<file path="config.mk">
export PLATFORM = sky130hd
export DESIGN_NAME = scan_height_estimator
export DESIGN_NICKNAME = d
export VERILOG_FILES = /design/src/she_pkg.sv /design/src/she_dp.sv /design/src/she_ctrl.sv /design/src/scan_height_estimator.sv
export SDC_FILE = /design/constraint.sdc
export NUM_CORES = 2
export LEC_CHECK = 0
export BUFFER_PORTS_ARGS = -buffer_cell sky130_fd_sc_hd__buf_2
export CORE_MARGIN = 2
export CORE_UTILIZATION = 40
export DETAILED_ROUTE_END_ITERATION = 7
export PLACE_DENSITY = 0.53
export SLEW_MARGIN = 5
export SYNTH_ARGS = -nofsm -noshare
export SYNTH_HDL_FRONTEND = slang
export SYNTH_SLANG_ARGS = --single-unit
</file>
<file path="constraint.sdc">
create_clock -name clock -period 12.09 [get_ports clock]
set_clock_uncertainty 0.15 [all_clocks]
set_input_delay 1.8135 -clock clock [delete_from_list [all_inputs] [get_ports clock]]
set_output_delay 1.8135 -clock clock [all_outputs]
set_load 0.01 [all_outputs]
</file>
<file path="src/she_pkg.sv">
package she_pkg;

   // Configuration port
   localparam int CSR_DATA_W = 16;
   localparam int CSR_IDX_W  = 2;

   typedef enum logic [CSR_IDX_W-1:0] {
      CSR_MIN_POINTS   = 2'd0,
      CSR_MAX_SPREAD   = 2'd1,
      CSR_MAX_JUMP     = 2'd2,
      CSR_START_HEIGHT = 2'd3
   } csr_index_type;

   // Field widths
   localparam int MIN_POINTS_W = 11;
   localparam int SPREAD_W     = 12;
   localparam int JUMP_W       = 12;
   localparam int HEIGHT_W     = 16;
   localparam int COUNT_W      = 11;
   localparam int OFFSET_W     = 24;
   localparam int STATUS_W     = 2;

   // Reset values of the configuration registers
   localparam logic [MIN_POINTS_W-1:0] MIN_POINTS_RST   = 11'd5;
   localparam logic [SPREAD_W-1:0]     MAX_SPREAD_RST   = 12'd100;
   localparam logic [JUMP_W-1:0]       MAX_JUMP_RST     = 12'd250;
   localparam logic signed [HEIGHT_W-1:0] START_HEIGHT_RST = 16'sd140;

   // Saturation limits
   localparam logic signed [HEIGHT_W-1:0] HEIGHT_MAX = 16'sh7FFF;
   localparam logic signed [HEIGHT_W-1:0] HEIGHT_MIN = 16'sh8000;
   localparam logic signed [OFFSET_W-1:0] OFFSET_MAX = 24'sh7FFFFF;
   localparam logic signed [OFFSET_W-1:0] OFFSET_MIN = 24'sh800000;

   typedef enum logic [STATUS_W-1:0] {
      STATUS_ACCEPTED    = 2'd0,
      STATUS_FEW_POINTS  = 2'd1,
      STATUS_WIDE_SPREAD = 2'd2
   } scan_status_type;

   // Operand pairs of the shared shift-and-add multiplier
   typedef enum logic [1:0] {
      MUL_N_SQUARES     = 2'd0,
      MUL_SUM_SUM       = 2'd1,
      MUL_N_SPREAD      = 2'd2,
      MUL_SPREAD_SPREAD = 2'd3
   } mul_sel_type;

   typedef struct packed {
      logic        acc_en;
      logic        clear;
      logic        div_start;
      logic        mul_start;
      mul_sel_type mul_sel;
      logic        mean_en;
      logic        offset_en;
      logic        height_en;
      logic        load_out;
   } ctrl_cmd_type;

   typedef struct packed {
      logic mul_busy;
      logic div_busy;
   } dp_status_type;

endpackage

</file>
<file path="src/she_dp.sv">
module she_dp #(
   parameter int MAX_POINTS  = 1024,
   parameter int SAMPLE_BITS = 16
) (
   input  logic                                     clock,
   input  logic                                     reset,
   input  logic                                     csr_wr_en,
   input  logic [she_pkg::CSR_IDX_W-1:0]            csr_index,
   input  logic [she_pkg::CSR_DATA_W-1:0]           csr_wdata,
   input  logic signed [SAMPLE_BITS-1:0]            req_height_sample,
   input  logic                                     req_sample_valid,
   input  she_pkg::ctrl_cmd_type                    cmd,
   output she_pkg::dp_status_type                   status,
   output logic signed [she_pkg::HEIGHT_W-1:0]      rsp_height_mm,
   output logic signed [she_pkg::HEIGHT_W-1:0]      rsp_raw_mean_mm,
   output logic [she_pkg::STATUS_W-1:0]             rsp_scan_status,
   output logic                                     rsp_floor_step,
   output logic [she_pkg::COUNT_W-1:0]              rsp_valid_count
);

   localparam int CB   = $clog2(MAX_POINTS + 1);
   localparam int SUMW = SAMPLE_BITS + CB;
   localparam int SQW  = 2 * SAMPLE_BITS + CB;
   localparam int HW   = SAMPLE_BITS + CB + 4;
   localparam int PW   = 2 * HW;
   localparam int DCW  = $clog2(SUMW + 1);
   localparam int MW   = SAMPLE_BITS + 1;
   localparam int NCW  = (CB > she_pkg::MIN_POINTS_W) ? CB : she_pkg::MIN_POINTS_W;
   localparam int RMW  = (MW > she_pkg::HEIGHT_W) ? MW : she_pkg::HEIGHT_W + 1;
   localparam int HSW  = ((MW > she_pkg::OFFSET_W) ? MW : she_pkg::OFFSET_W) + 2;

   // Configuration
   logic [she_pkg::MIN_POINTS_W-1:0]   min_points_ff;
   logic [she_pkg::SPREAD_W-1:0]       max_spread_ff;
   logic [she_pkg::JUMP_W-1:0]         max_jump_ff;
   logic signed [she_pkg::HEIGHT_W-1:0] last_height_ff;
   logic signed [she_pkg::OFFSET_W-1:0] offset_ff;

   // Accumulators
   logic [CB-1:0]              count_ff;
   logic signed [SUMW-1:0]     sum_ff;
   logic [SQW-1:0]             sq_ff;
   logic [SAMPLE_BITS-1:0]     x_mag;
   logic [2*SAMPLE_BITS-1:0]   sq_term;
   logic                       sum_neg;
   logic [SUMW-1:0]            sum_mag;

   // Multiplier
   logic [PW-1:0] mul_a_ff;
   logic [HW-1:0] mul_b_ff;
   logic [PW-1:0] prod_ff;
   logic [PW-1:0] lhs_ff;
   logic          mul_busy_ff;
   logic [PW-1:0] op_a;
   logic [HW-1:0] op_b;

   // Divider
   logic            div_busy_ff;
   logic [DCW-1:0]  div_cnt_ff;
   logic [SUMW-1:0] quo_ff;
   logic [CB-1:0]   rem_ff;
   logic [CB:0]     trial;
   logic [CB:0]     trial_diff;
   logic            trial_fits;

   // Evaluation
   logic signed [MW-1:0]   mean_ff;
   logic [MW-1:0]          mean_mag;
   logic signed [MW-1:0]   mean_val;
   she_pkg::scan_status_type status_ff;
   logic                   step_ff;
   logic signed [she_pkg::HEIGHT_W-1:0] height_ff;
   logic signed [HSW-1:0]  mean_x;
   logic signed [HSW-1:0]  off_x;
   logic signed [HSW-1:0]  last_x;
   logic signed [HSW-1:0]  h_first;
   logic signed [HSW-1:0]  jump;
   logic signed [HSW-1:0]  jump_lim;
   logic                   jump_big;
   logic signed [HSW-1:0]  off_new;
   logic signed [HSW-1:0]  off_sat;
   logic signed [HSW-1:0]  h_final;
   logic signed [HSW-1:0]  h_sat;
   logic signed [RMW-1:0]  mean_r;
   logic signed [RMW-1:0]  mean_r_sat;
   logic [NCW-1:0]         count_ext;
   logic                   accepted;

   // Output word
   logic signed [she_pkg::HEIGHT_W-1:0] out_height_ff;
   logic signed [she_pkg::HEIGHT_W-1:0] out_mean_ff;
   logic [she_pkg::STATUS_W-1:0]        out_status_ff;
   logic                                out_step_ff;
   logic [she_pkg::COUNT_W-1:0]         out_count_ff;

   assign accepted = (status_ff == she_pkg::STATUS_ACCEPTED);

   // ---------------- configuration and long-lived state ----------------
   always_ff @(posedge clock) begin
      if (reset) begin
         min_points_ff  <= she_pkg::MIN_POINTS_RST;
         max_spread_ff  <= she_pkg::MAX_SPREAD_RST;
         max_jump_ff    <= she_pkg::MAX_JUMP_RST;
         last_height_ff <= she_pkg::START_HEIGHT_RST;
      end else if (csr_wr_en) begin
         case (she_pkg::csr_index_type'(csr_index))
            she_pkg::CSR_MIN_POINTS:   min_points_ff  <= csr_wdata[she_pkg::MIN_POINTS_W-1:0];
            she_pkg::CSR_MAX_SPREAD:   max_spread_ff  <= csr_wdata[she_pkg::SPREAD_W-1:0];
            she_pkg::CSR_MAX_JUMP:     max_jump_ff    <= csr_wdata[she_pkg::JUMP_W-1:0];
            she_pkg::CSR_START_HEIGHT: last_height_ff <= csr_wdata[she_pkg::HEIGHT_W-1:0];
            default: ;
         endcase
      end else if (cmd.height_en && accepted) begin
         last_height_ff <= h_sat[she_pkg::HEIGHT_W-1:0];
      end
   end

   // ---------------- accumulation ----------------
   assign x_mag   = req_height_sample[SAMPLE_BITS-1]
                    ? (~req_height_sample + 1'b1) : req_height_sample;
   assign sq_term = x_mag * x_mag;
   assign sum_neg = sum_ff[SUMW-1];
   assign sum_mag = sum_neg ? (~sum_ff + 1'b1) : sum_ff;

   always_ff @(posedge clock) begin
      if (reset || cmd.clear) begin
         count_ff <= '0;
         sum_ff   <= '0;
         sq_ff    <= '0;
      end else if (cmd.acc_en && req_sample_valid && (count_ff < CB'(MAX_POINTS))) begin
         count_ff <= count_ff + 1'b1;
         sum_ff   <= sum_ff + SUMW'(req_height_sample);
         sq_ff    <= sq_ff + SQW'(sq_term);
      end
   end

   // ---------------- shared shift-and-add multiplier ----------------
   always_comb begin
      case (cmd.mul_sel)
         she_pkg::MUL_N_SQUARES: begin
            op_a = PW'(sq_ff);
            op_b = HW'(count_ff);
         end
         she_pkg::MUL_SUM_SUM: begin
            op_a = PW'(sum_mag);
            op_b = HW'(sum_mag);
         end
         she_pkg::MUL_N_SPREAD: begin
            op_a = PW'(max_spread_ff);
            op_b = HW'(count_ff);
         end
         she_pkg::MUL_SPREAD_SPREAD: begin
            op_a = PW'(prod_ff[HW-1:0]);
            op_b = prod_ff[HW-1:0];
         end
         default: begin
            op_a = '0;
            op_b = '0;
         end
      endcase
   end

   always_ff @(posedge clock) begin
      if (reset) begin
         mul_busy_ff <= 1'b0;
      end else if (cmd.mul_start) begin
         mul_busy_ff <= 1'b1;
      end else if (mul_busy_ff && (mul_b_ff == '0)) begin
         mul_busy_ff <= 1'b0;
      end
   end

   always_ff @(posedge clock) begin
      if (cmd.mul_start) begin
         mul_a_ff <= op_a;
         mul_b_ff <= op_b;
         prod_ff  <= '0;
      end else if (mul_busy_ff && (mul_b_ff != '0)) begin
         if (mul_b_ff[0]) begin
            prod_ff <= prod_ff + mul_a_ff;
         end
         mul_a_ff <= mul_a_ff << 1;
         mul_b_ff <= mul_b_ff >> 1;
      end
   end

   // The left side of the spread test is n*sumsq, then minus sum^2 once that is done.
   always_ff @(posedge clock) begin
      if (cmd.mul_start && (cmd.mul_sel == she_pkg::MUL_SUM_SUM)) begin
         lhs_ff <= prod_ff;
      end else if (cmd.mul_start && (cmd.mul_sel == she_pkg::MUL_N_SPREAD)) begin
         lhs_ff <= lhs_ff - prod_ff;
      end
   end

   // ---------------- restoring divider, one quotient bit a cycle ----------------
   assign trial      = {rem_ff, quo_ff[SUMW-1]};
   assign trial_fits = (trial >= {1'b0, count_ff});
   assign trial_diff = trial - {1'b0, count_ff};

   always_ff @(posedge clock) begin
      if (reset) begin
         div_busy_ff <= 1'b0;
         div_cnt_ff  <= '0;
      end else if (cmd.div_start) begin
         div_busy_ff <= 1'b1;
         div_cnt_ff  <= DCW'(SUMW);
      end else if (div_busy_ff) begin
         div_cnt_ff <= div_cnt_ff - 1'b1;
         if (div_cnt_ff == DCW'(1)) begin
            div_busy_ff <= 1'b0;
         end
      end
   end

   always_ff @(posedge clock) begin
      if (cmd.div_start) begin
         quo_ff <= sum_mag;
         rem_ff <= '0;
      end else if (div_busy_ff) begin
         rem_ff <= trial_fits ? trial_diff[CB-1:0] : trial[CB-1:0];
         quo_ff <= {quo_ff[SUMW-2:0], trial_fits};
      end
   end

   assign status.mul_busy = mul_busy_ff;
   assign status.div_busy = div_busy_ff;

   // ---------------- mean and status ----------------
   assign mean_mag  = {1'b0, quo_ff[SAMPLE_BITS-1:0]};
   assign mean_val  = (count_ff == '0) ? '0 : (sum_neg ? -mean_mag : mean_mag);
   assign count_ext = NCW'(count_ff);

   always_ff @(posedge clock) begin
      if (cmd.mean_en) begin
         mean_ff <= mean_val;
         if (count_ext < NCW'(min_points_ff)) begin
            status_ff <= she_pkg::STATUS_FEW_POINTS;
         end else if (lhs_ff > prod_ff) begin
            status_ff <= she_pkg::STATUS_WIDE_SPREAD;
         end else begin
            status_ff <= she_pkg::STATUS_ACCEPTED;
         end
      end
   end

   // ---------------- floor offset and height ----------------
   assign mean_x   = HSW'(mean_ff);
   assign off_x    = HSW'(offset_ff);
   assign last_x   = HSW'(last_height_ff);
   assign jump_lim = HSW'(max_jump_ff);
   assign h_first  = mean_x + off_x;
   assign jump     = last_x - h_first;
   assign jump_big = (jump > jump_lim) || (jump < -jump_lim);
   // offset + jump reduces to last height minus mean.
   assign off_new  = last_x - mean_x;
   assign off_sat  = (off_new > HSW'(she_pkg::OFFSET_MAX)) ? HSW'(she_pkg::OFFSET_MAX)
                   : (off_new < HSW'(she_pkg::OFFSET_MIN)) ? HSW'(she_pkg::OFFSET_MIN)
                   : off_new;
   assign h_final  = mean_x + off_x;
   assign h_sat    = (h_final > HSW'(she_pkg::HEIGHT_MAX)) ? HSW'(she_pkg::HEIGHT_MAX)
                   : (h_final < HSW'(she_pkg::HEIGHT_MIN)) ? HSW'(she_pkg::HEIGHT_MIN)
                   : h_final;

   always_ff @(posedge clock) begin
      if (reset) begin
         offset_ff <= '0;
      end else if (cmd.offset_en && accepted && jump_big) begin
         offset_ff <= off_sat[she_pkg::OFFSET_W-1:0];
      end
   end

   always_ff @(posedge clock) begin
      if (cmd.offset_en) begin
         step_ff <= accepted && jump_big;
      end
      if (cmd.height_en) begin
         height_ff <= accepted ? h_sat[she_pkg::HEIGHT_W-1:0] : last_height_ff;
      end
   end

   // ---------------- output word ----------------
   assign mean_r     = RMW'(mean_ff);
   assign mean_r_sat = (mean_r > RMW'(she_pkg::HEIGHT_MAX)) ? RMW'(she_pkg::HEIGHT_MAX)
                     : (mean_r < RMW'(she_pkg::HEIGHT_MIN)) ? RMW'(she_pkg::HEIGHT_MIN)
                     : mean_r;

   always_ff @(posedge clock) begin
      if (cmd.load_out) begin
         out_height_ff <= height_ff;
         out_mean_ff   <= mean_r_sat[she_pkg::HEIGHT_W-1:0];
         out_status_ff <= status_ff;
         out_step_ff   <= step_ff;
         out_count_ff  <= count_ext[she_pkg::COUNT_W-1:0];
      end
   end

   assign rsp_height_mm   = out_height_ff;
   assign rsp_raw_mean_mm = out_mean_ff;
   assign rsp_scan_status = out_status_ff;
   assign rsp_floor_step  = out_step_ff;
   assign rsp_valid_count = out_count_ff;

   // No sample may be summed while the end-of-scan units still read the sums.
   a_acc_idle_units: assert property (@(posedge clock) disable iff (reset)
      cmd.acc_en |-> (!mul_busy_ff && !div_busy_ff))
      else $error("sample accumulated while multiplier or divider busy");

endmodule

</file>
<file path="src/she_ctrl.sv">
module she_ctrl (
   input  logic                   clock,
   input  logic                   reset,
   input  logic                   req_valid,
   input  logic                   req_scan_end,
   output logic                   req_ready,
   output logic                   rsp_valid,
   input  logic                   rsp_ready,
   input  she_pkg::dp_status_type status,
   output she_pkg::ctrl_cmd_type  cmd
);

   typedef enum logic [9:0] {
      S_ACC    = 10'b00_0000_0001,
      S_START  = 10'b00_0000_0010,
      S_M1     = 10'b00_0000_0100,
      S_M2     = 10'b00_0000_1000,
      S_M3     = 10'b00_0001_0000,
      S_M4     = 10'b00_0010_0000,
      S_MEAN   = 10'b00_0100_0000,
      S_OFFSET = 10'b00_1000_0000,
      S_HEIGHT = 10'b01_0000_0000,
      S_DONE   = 10'b10_0000_0000
   } state_type;

   state_type state_ff;
   state_type state_in;
   logic      rsp_valid_ff;
   logic      rsp_valid_in;

   always_comb begin
      state_in = state_ff;
      cmd      = '0;
      case (state_ff)
         S_ACC: begin
            if (req_valid) begin
               cmd.acc_en = 1'b1;
               if (req_scan_end) begin
                  state_in = S_START;
               end
            end
         end
         S_START: begin
            cmd.div_start = 1'b1;
            cmd.mul_start = 1'b1;
            cmd.mul_sel   = she_pkg::MUL_N_SQUARES;
            state_in      = S_M1;
         end
         S_M1: begin
            if (!status.mul_busy) begin
               cmd.mul_start = 1'b1;
               cmd.mul_sel   = she_pkg::MUL_SUM_SUM;
               state_in      = S_M2;
            end
         end
         S_M2: begin
            if (!status.mul_busy) begin
               cmd.mul_start = 1'b1;
               cmd.mul_sel   = she_pkg::MUL_N_SPREAD;
               state_in      = S_M3;
            end
         end
         S_M3: begin
            if (!status.mul_busy) begin
               cmd.mul_start = 1'b1;
               cmd.mul_sel   = she_pkg::MUL_SPREAD_SPREAD;
               state_in      = S_M4;
            end
         end
         S_M4: begin
            if (!status.mul_busy && !status.div_busy) begin
               state_in = S_MEAN;
            end
         end
         S_MEAN: begin
            cmd.mean_en = 1'b1;
            state_in    = S_OFFSET;
         end
         S_OFFSET: begin
            cmd.offset_en = 1'b1;
            state_in      = S_HEIGHT;
         end
         S_HEIGHT: begin
            cmd.height_en = 1'b1;
            state_in      = S_DONE;
         end
         S_DONE: begin
            if (!rsp_valid_ff || rsp_ready) begin
               cmd.load_out = 1'b1;
               cmd.clear    = 1'b1;
               state_in     = S_ACC;
            end
         end
         default: begin
            state_in = S_ACC;
         end
      endcase
   end

   assign rsp_valid_in = cmd.load_out ? 1'b1 : (rsp_ready ? 1'b0 : rsp_valid_ff);

   always_ff @(posedge clock) begin
      if (reset) begin
         state_ff     <= S_ACC;
         rsp_valid_ff <= 1'b0;
      end else begin
         state_ff     <= state_in;
         rsp_valid_ff <= rsp_valid_in;
      end
   end

   assign req_ready = (state_ff == S_ACC);
   assign rsp_valid = rsp_valid_ff;

   // The last word of a scan closes the input until its result is formed.
   a_end_closes_input: assert property (@(posedge clock) disable iff (reset)
      (req_valid && req_ready && req_scan_end) |=> !req_ready)
      else $error("input still open after end of scan");

   // A new result never overwrites one that is still waiting.
   a_no_overwrite: assert property (@(posedge clock) disable iff (reset)
      cmd.load_out |-> (!rsp_valid_ff || rsp_ready))
      else $error("result loaded over a pending result");

   a_valid_from_done: assert property (@(posedge clock) disable iff (reset)
      $rose(rsp_valid_ff) |-> $past(state_ff == S_DONE))
      else $error("result raised outside the done state");

endmodule

</file>
<file path="src/scan_height_estimator.sv">
// Height estimator for one scan of per-beam height samples.
// Input channel (req_*): one word per beam, valid/ready. Words marked
// req_scan_end close the scan. One word is taken per cycle during a scan.
// Result channel (rsp_*): one word per scan, valid/ready, held in an output
// register so the next scan can stream in while it waits.
// Configuration (csr_*): to be written only while idle, which the block
// itself does not enforce; index 3 also reloads the previous-height register.
// After the closing word the input is held off while the shared
// shift-and-add multiplier forms n*sumsq, sum^2, n*max_spread and its square,
// one bit of the multiplier a cycle, with the restoring divider for the mean
// running beside it. The result is offered once both units have finished
// and the mean, offset and height steps have run.
// If the receiver stalls, the next scan is accepted up to its closing word
// and then waits until the pending result is taken.
// Reset (synchronous) clears the sums, the floor offset and the handshakes,
// and restores the register defaults; no clearing pass is needed.
module scan_height_estimator #(
   parameter int MAX_POINTS  = 1024,
   parameter int SAMPLE_BITS = 16
) (
   input  logic                                clock,
   input  logic                                reset,
   input  logic                                csr_wr_en,
   input  logic [she_pkg::CSR_IDX_W-1:0]       csr_index,
   input  logic [she_pkg::CSR_DATA_W-1:0]      csr_wdata,
   input  logic                                req_valid,
   output logic                                req_ready,
   input  logic signed [SAMPLE_BITS-1:0]       req_height_sample,
   input  logic                                req_sample_valid,
   input  logic                                req_scan_end,
   output logic                                rsp_valid,
   input  logic                                rsp_ready,
   output logic signed [she_pkg::HEIGHT_W-1:0] rsp_height_mm,
   output logic signed [she_pkg::HEIGHT_W-1:0] rsp_raw_mean_mm,
   output logic [she_pkg::STATUS_W-1:0]        rsp_scan_status,
   output logic                                rsp_floor_step,
   output logic [she_pkg::COUNT_W-1:0]         rsp_valid_count
);

   she_pkg::ctrl_cmd_type  cmd;
   she_pkg::dp_status_type status;

   she_ctrl u_ctrl (
      .clock        (clock),
      .reset        (reset),
      .req_valid    (req_valid),
      .req_scan_end (req_scan_end),
      .req_ready    (req_ready),
      .rsp_valid    (rsp_valid),
      .rsp_ready    (rsp_ready),
      .status       (status),
      .cmd          (cmd)
   );

   she_dp #(
      .MAX_POINTS  (MAX_POINTS),
      .SAMPLE_BITS (SAMPLE_BITS)
   ) u_dp (
      .clock             (clock),
      .reset             (reset),
      .csr_wr_en         (csr_wr_en),
      .csr_index         (csr_index),
      .csr_wdata         (csr_wdata),
      .req_height_sample (req_height_sample),
      .req_sample_valid  (req_sample_valid),
      .cmd               (cmd),
      .status            (status),
      .rsp_height_mm     (rsp_height_mm),
      .rsp_raw_mean_mm   (rsp_raw_mean_mm),
      .rsp_scan_status   (rsp_scan_status),
      .rsp_floor_step    (rsp_floor_step),
      .rsp_valid_count   (rsp_valid_count)
   );

endmodule

</file>
# ---- After elaboration in Yosys (flattened, before gate mapping)
# Cells that the tools add are included.
# Widths: inputs -> output; s select.
dict set report word_totals {
  out_inout_bits 48
  elab_cells 176
  in_bits 41
  regBits 511
}
dict set report classes {
  addsub 14
  eq_ne 25
  bitwise 3
  mul 1
  muxes 53
  n_lt_le_gt_ge 12
  n_reduce_logical 38
}
# op count
set ops {}
lappend ops {{$mux 62} 4}
lappend ops {{$pmux 62 s4} 1}
lappend ops {{$mux 16} 9}
lappend ops {{$pmux 10 s10} 1}
lappend ops {{$pmux 31 s3} 1}
lappend ops {{$mux 27} 3}
lappend ops {{$mux 10} 7}
lappend ops {{$add 62x62->62} 1}
lappend ops {{$gt 62x62->1} 1}
lappend ops {{$mux 31} 2}
lappend ops {{$sub 62x62->62} 1}
lappend ops {{$mux 24} 2}
lappend ops {{$add 43x32->43} 1}
lappend ops {{$mul 16x16->32} 1}
lappend ops {{$logic_not 31->1} 1}
lappend ops {{$reduce_bool 31->1} 1}
lappend ops {{$add 27x1->27 const B} 1}
lappend ops {{$add 27x16->27} 1}
lappend ops {{$not 27->27} 1}
lappend ops {{$gt 26x13->1} 1}
lappend ops {{$lt 26x26->1} 1}
lappend ops {{$neg 12->26} 1}
lappend ops {{$sub 16x25->26} 1}
lappend ops {{$add 17x24->25} 1}
lappend ops {{other kinds (47)} 101}

# ---- Longest topological paths before layout
dict set report depth {
  depth_word 6
  depth_mapped 36
  mapped_depth_nobuf 34
}

# ---- Hierarchy
# Synthesis repeated with hierarchy kept, for this count alone.
dict set report unflattened {
  cells_unflattened 5155
  area_unflattened_um2 43553.0
}
# mod n_inst area_per_inst_um2 cells_each seq_area_each_um2
set by_module_without_submodules {}
lappend by_module_without_submodules {she_dp 1 42802.3 5067 12552.0}
lappend by_module_without_submodules {she_ctrl 1 750.7 88 220.2}

# ---- Worst setup path after synthesis
# No wires, ideal clock.
dict set report synth_timing {
  path_kind {in2reg}
  startpoint {input req_height_sample[0]}
  endpoint {register u_dp.sq_ff[37]}
  slack_ns 2.303
  t_required_ns 11.812
  setup_ns 0.128
  t_arrival_ns 9.509
  n_path_buf 2
  cell_stages 31
  cell_sequence {clkbuf_1 inv_1 clkbuf_1 ha_1 nand3_1 or4_1 o21ai_0 xor2_1 clkinv_1 nand2_1 fa_1 fa_1 fa_1 inv_1 fa_1 fa_1 inv_1 fa_1 inv_1 ha_1 o21a_1 o21ai_0 nand2b_1 nand3_1 a31oi_1 o21ai_0 a2111oi_0 o21ai_0 a21oi_1 xnor2_1 nor2_1}
}
dict set report synth_between {
  elab_chain_len 5
}
# item line
set synth_rtl {}
lappend synth_rtl {{from (decl)} scan_height_estimator.sv:28} ;# input logic signed [SAMPLE_BITS-1:0] req_height_sample,
lappend synth_rtl {{$not 16->16} she_dp.sv:120} ;# ? (~req_height_sample + 1'b1) : req_height_sample;
lappend synth_rtl {{$add 16x1->16} she_dp.sv:120}
lappend synth_rtl {{$mux 16 *} she_dp.sv:120}
lappend synth_rtl {{$mul 16x16->32 *} she_dp.sv:121} ;# assign sq_term = x_mag * x_mag;
lappend synth_rtl {{$add 43x32->43 *} she_dp.sv:133} ;# sq_ff <= sq_ff + SQW'(sq_term);
lappend synth_rtl {{to (signal assigned)} she_dp.sv:133}
lappend synth_rtl {{to (decl)} she_dp.sv:42} ;# logic [SQW-1:0] sq_ff;
# Mark *: on every way between the ends. The rest lies on a longest branch, timed or not.
# A chain may end at the register's enable or synchronous reset.

# ---- Worst setup path in the final report
dict set report layout_timing {
  startpoint {input req_height_sample[0]}
  endpoint {register u_dp.sq_ff[39]}
}
# The elaborated chain is that of the path after synthesis.

==> out/metrics.csv <==
stage,metric,value,unit
synth,Synth Area in Adders,21.3,%
die,row cnt,118,
global_route,total grt overflow,0,
drt,"antenna viol nets, final",0,
power_and_ir_drop,Leakage,20.2,nW
timing,crit path time final,10.40,ns
worst_setup_path,Critical Path Sink Type,flop,
synth,synth unique cells,81,
global_route,via count of the first global-routing pass,32900,
die,core footprint,0.104,sq mm
global_route,first-pass GRT wire length,189000,um
timing,"Hold Vio Cnt, Final",0,
cts,Setup Buffers After CTS,0,
synth,"top cells by count, synth","nand2_1, inv_1, a21oi_1",
worst_setup_path,worst-path fanout max,11,
synth,Synth Flop Type,edfxtp_1,
placement,I/O Buffers,88,
worst_setup_path,R2R Path Start,u_dp.mean_ff[0]$_SDFFCE_PP0P_,
timing,"Slew Viols, Final",0,
cts,CTS sink cnt,506,
die,DIE WIDTH,328,um
cts,Worst-path clk slew,0.06,ns
synth,cell with the most instances after synthesis,nand2_1,
drt,final WL,119000,um
worst_setup_path,Worst Path Required,12.42,ns
drt,drt via density,5.36,
cts,CTS Root Buffer Type,clkbuf_16,
cts,TritonCTS Buffers,59,
cts,Clock Path Buffers,3,
timing,RSZ-0062 raised after global routing,false,
synth,Post-synth EDFFs,264,
timing,Final WS setup,1.69,ns
worst_setup_path,slowest cell on the critical path,a2111oi_0,
placement,gpl congestion,0.890,
worst_setup_path,"CP delay by family, top",adder cells,
run,maxcap violations,0,
timing,final worst-path cycle share,86.0,%
die,Starting Density,40.5,%
global_route,largest net degree at the start of global routing,76,
timing,Worst Tran Pin Value,1.15,ns
synth,leading area contributor after synthesis,edfxtp_1,
die,Die ar.,0.108,sq mm
cells_and_area,fill count,10400,
cts,CTS resizes,0,
status,status,"finished, final reports clean",
synth,post-synthesis mux area share,0.763,%
timing,Setup TNS,0,ns
worst_setup_path,"slowest stage delay, CP",0.90,ns
synth,post-synthesis compound-gate area fraction,18.8,%
worst_setup_path,crit path capture,u_dp.sq_ff[39]$_SDFFE_PP0P_,
placement,dpl ws,1.03,ns
cts,Worst-Skew Late Latency,0.66,ns
global_route,initial antenna violation count,0,
synth,largest family of logic cells by synthesized area,adder cells,
synth,#FFs+latches synth,506,
worst_setup_path,reg-to-reg endpoint,u_dp.offset_ff[2]$_SDFFE_PP0P_,
synth,Post-Synthesis Cells,4927,
worst_setup_path,worst setup path class,input port to flop,
worst_setup_path,crit path DAT,10.73,ns
synth,Mean Syn Cell Area,8.52,sq um
worst_setup_path,CP Depth,30,
die,IO Pins,89,
power_and_ir_drop,power density over the cells,279,mW/mm^2
synth,share of the synthesized area in the top cell type,18.9,%
synth,asr flop ratio synth,0,%
cells_and_area,share of layout cells above drive strength 1,5.77,%
cells_and_area,Layout Nets,5564,
worst_setup_path,crit start category,input port,
synth,sequential fraction of the synthesis area,30.4,%
drt,Wirelength per Cell,18.7,um
worst_setup_path,most numerous cell on the critical path,fa_1,
drt,vias,34100,
synth,Yosys Warn Count,0,
cts,H-tree Lvls,2,
drt,first drt pass iteration count,5,
placement,HPWL after DPL,92800,um
synth,Mapped Area,0.0420,sq mm
global_route,Total GRT Usage,21.9,%
synth,Post-Synth XOR/XNOR Area,5.97,%
worst_setup_path,R2R Setup Slk,4.63,ns
synth,simple-gate share of the synthesized area,16.2,%
cts,CTS tree,done,
timing,fmax,0.0961,GHz
synth,leading post-synthesis cells by cell area,"edfxtp_1, dfxtp_1, ha_1",
hold_path,Hold Path Class,flop to flop,
timing,Worst slew margin,23.3,%
drt,DRT iter0 DRCs,2147,
worst_setup_path,Critical Path Start,req_height_sample[0],
cts,CTS Hold Buffers Added,0,
die,Die Span Y,328,um
power_and_ir_drop,Peak supply drop,0.324,mV
worst_setup_path,R2R cell count,30,
drt,DRC viols,0,
cells_and_area,area delta synth->final,9.63,%
timing,# setup viols final,0,
worst_setup_path,WP buf/inv,6,
[stage by stage]
step / hold WS [ns] / utilization (%) / power (mW) / instances / cell area (sq um)
after floorplan: 0.250 / - / 8.98 / 4935 / 42000
after global placement: 0.252 / 42.3 / 10.8 / 6259 / 43900
after detailed placement: 0.256 / 42.3 / 10.9 / 6259 / 43900
after CTS: 0.271 / 44.3 / 12.9 / 6371 / 46000
after global routing: 0.287 / 44.3 / 14.1 / 6371 / 46000
final: 0.270 / 44.3 / 12.8 / 6372 / 46000
[flip-flops by register name (all words and copies together) (netlist names), 16 cells and up]
register / cells
u_dp.height_ff: 16
u_dp.mul_a_ff: 62
u_dp.prod_ff: 62
u_dp.rsp_height_mm: 16
u_dp.mul_b_ff: 31
u_dp.sum_ff: 27
u_dp.offset_ff: 19
u_dp.sq_ff: 43
u_dp.rsp_raw_mean_mm: 16
u_dp.last_height_ff: 16
u_dp.quo_ff: 27
u_dp.lhs_ff: 62
u_dp.mean_ff: 17
[cells by family after synthesis]
family | count (synthesis)
AND/OR/NAND/NOR | 1508
AO/OA/AOI/OAI | 1272
buffers and inverters | 726
adder cells (fa/ha/maj) | 595
flip-flops | 506
XOR/XNOR | 286
multiplexers | 32
other | 2
[power by group]
group	internal (mW)	switching, mW	total, mW
registers	2.21	0.353	2.56
logic	3.47	4.81	8.28
clock network	1.17	0.802	1.98
[worst min path at each step]
stage,to,startpoint,depth (start not counted)
floorplan,u_dp.rsp_floor_step$_DFFE_PP_,u_dp.step_ff$_DFFE_PP_,0
global placement,u_dp.rsp_height_mm[15]$_DFFE_PP_,u_dp.height_ff[15]$_DFFE_PP_,0
detailed placement,u_dp.rsp_height_mm[15]$_DFFE_PP_,u_dp.height_ff[15]$_DFFE_PP_,0
CTS,u_dp.rsp_height_mm[15]$_DFFE_PP_,u_dp.height_ff[15]$_DFFE_PP_,0
global route,u_dp.rsp_height_mm[8]$_DFFE_PP_,u_dp.height_ff[8]$_DFFE_PP_,0
finish,u_dp.rsp_height_mm[15]$_DFFE_PP_,u_dp.height_ff[15]$_DFFE_PP_,0
[final cells by class]
type,instances,area (sq um),area share [%]
Multi-Input combinational cell,3703,26600,57.7
Sequential cell,506,12800,27.7
Inverter,539,2020,4.40
Clock buffer,83,1800,3.92
Tap cell,1380,1730,3.75
Timing Repair Buffer,131,763,1.66
Clock inverter,29,359,0.780
Antenna cell,1,2.50,0.00544
[placed cells by master (no fill, tap or decap), types with 43 or more instances in the layout]
cell       instances
edfxtp_1         264
inv_1            534
o21a_1            50
a21o_1           145
clkbuf_16         65
buf_2             88
a21oi_1          454
nand2_1          623
ha_1             382
a31oi_1           44
a211oi_1          62
o21ai_0          267
xnor2_1          162
dfxtp_1          242
nor2b_1           50
nor2_1           400
and2_1            43
nand3_1           75
nor3_1            57
nand4_1           50
buf_4             43
fa_1             201
xor2_1           123
[metal layers]
layer	vias to the layer above	part of all wire, %	GRT usage [%]
li1	17100	-	-
met1	16300	49	32.0
met2	653	45	35.3
met3	121	3.6	1.81
met4	0	2.1	4.97
met5	-	0	0
Power figures use the tool's default switching activity.
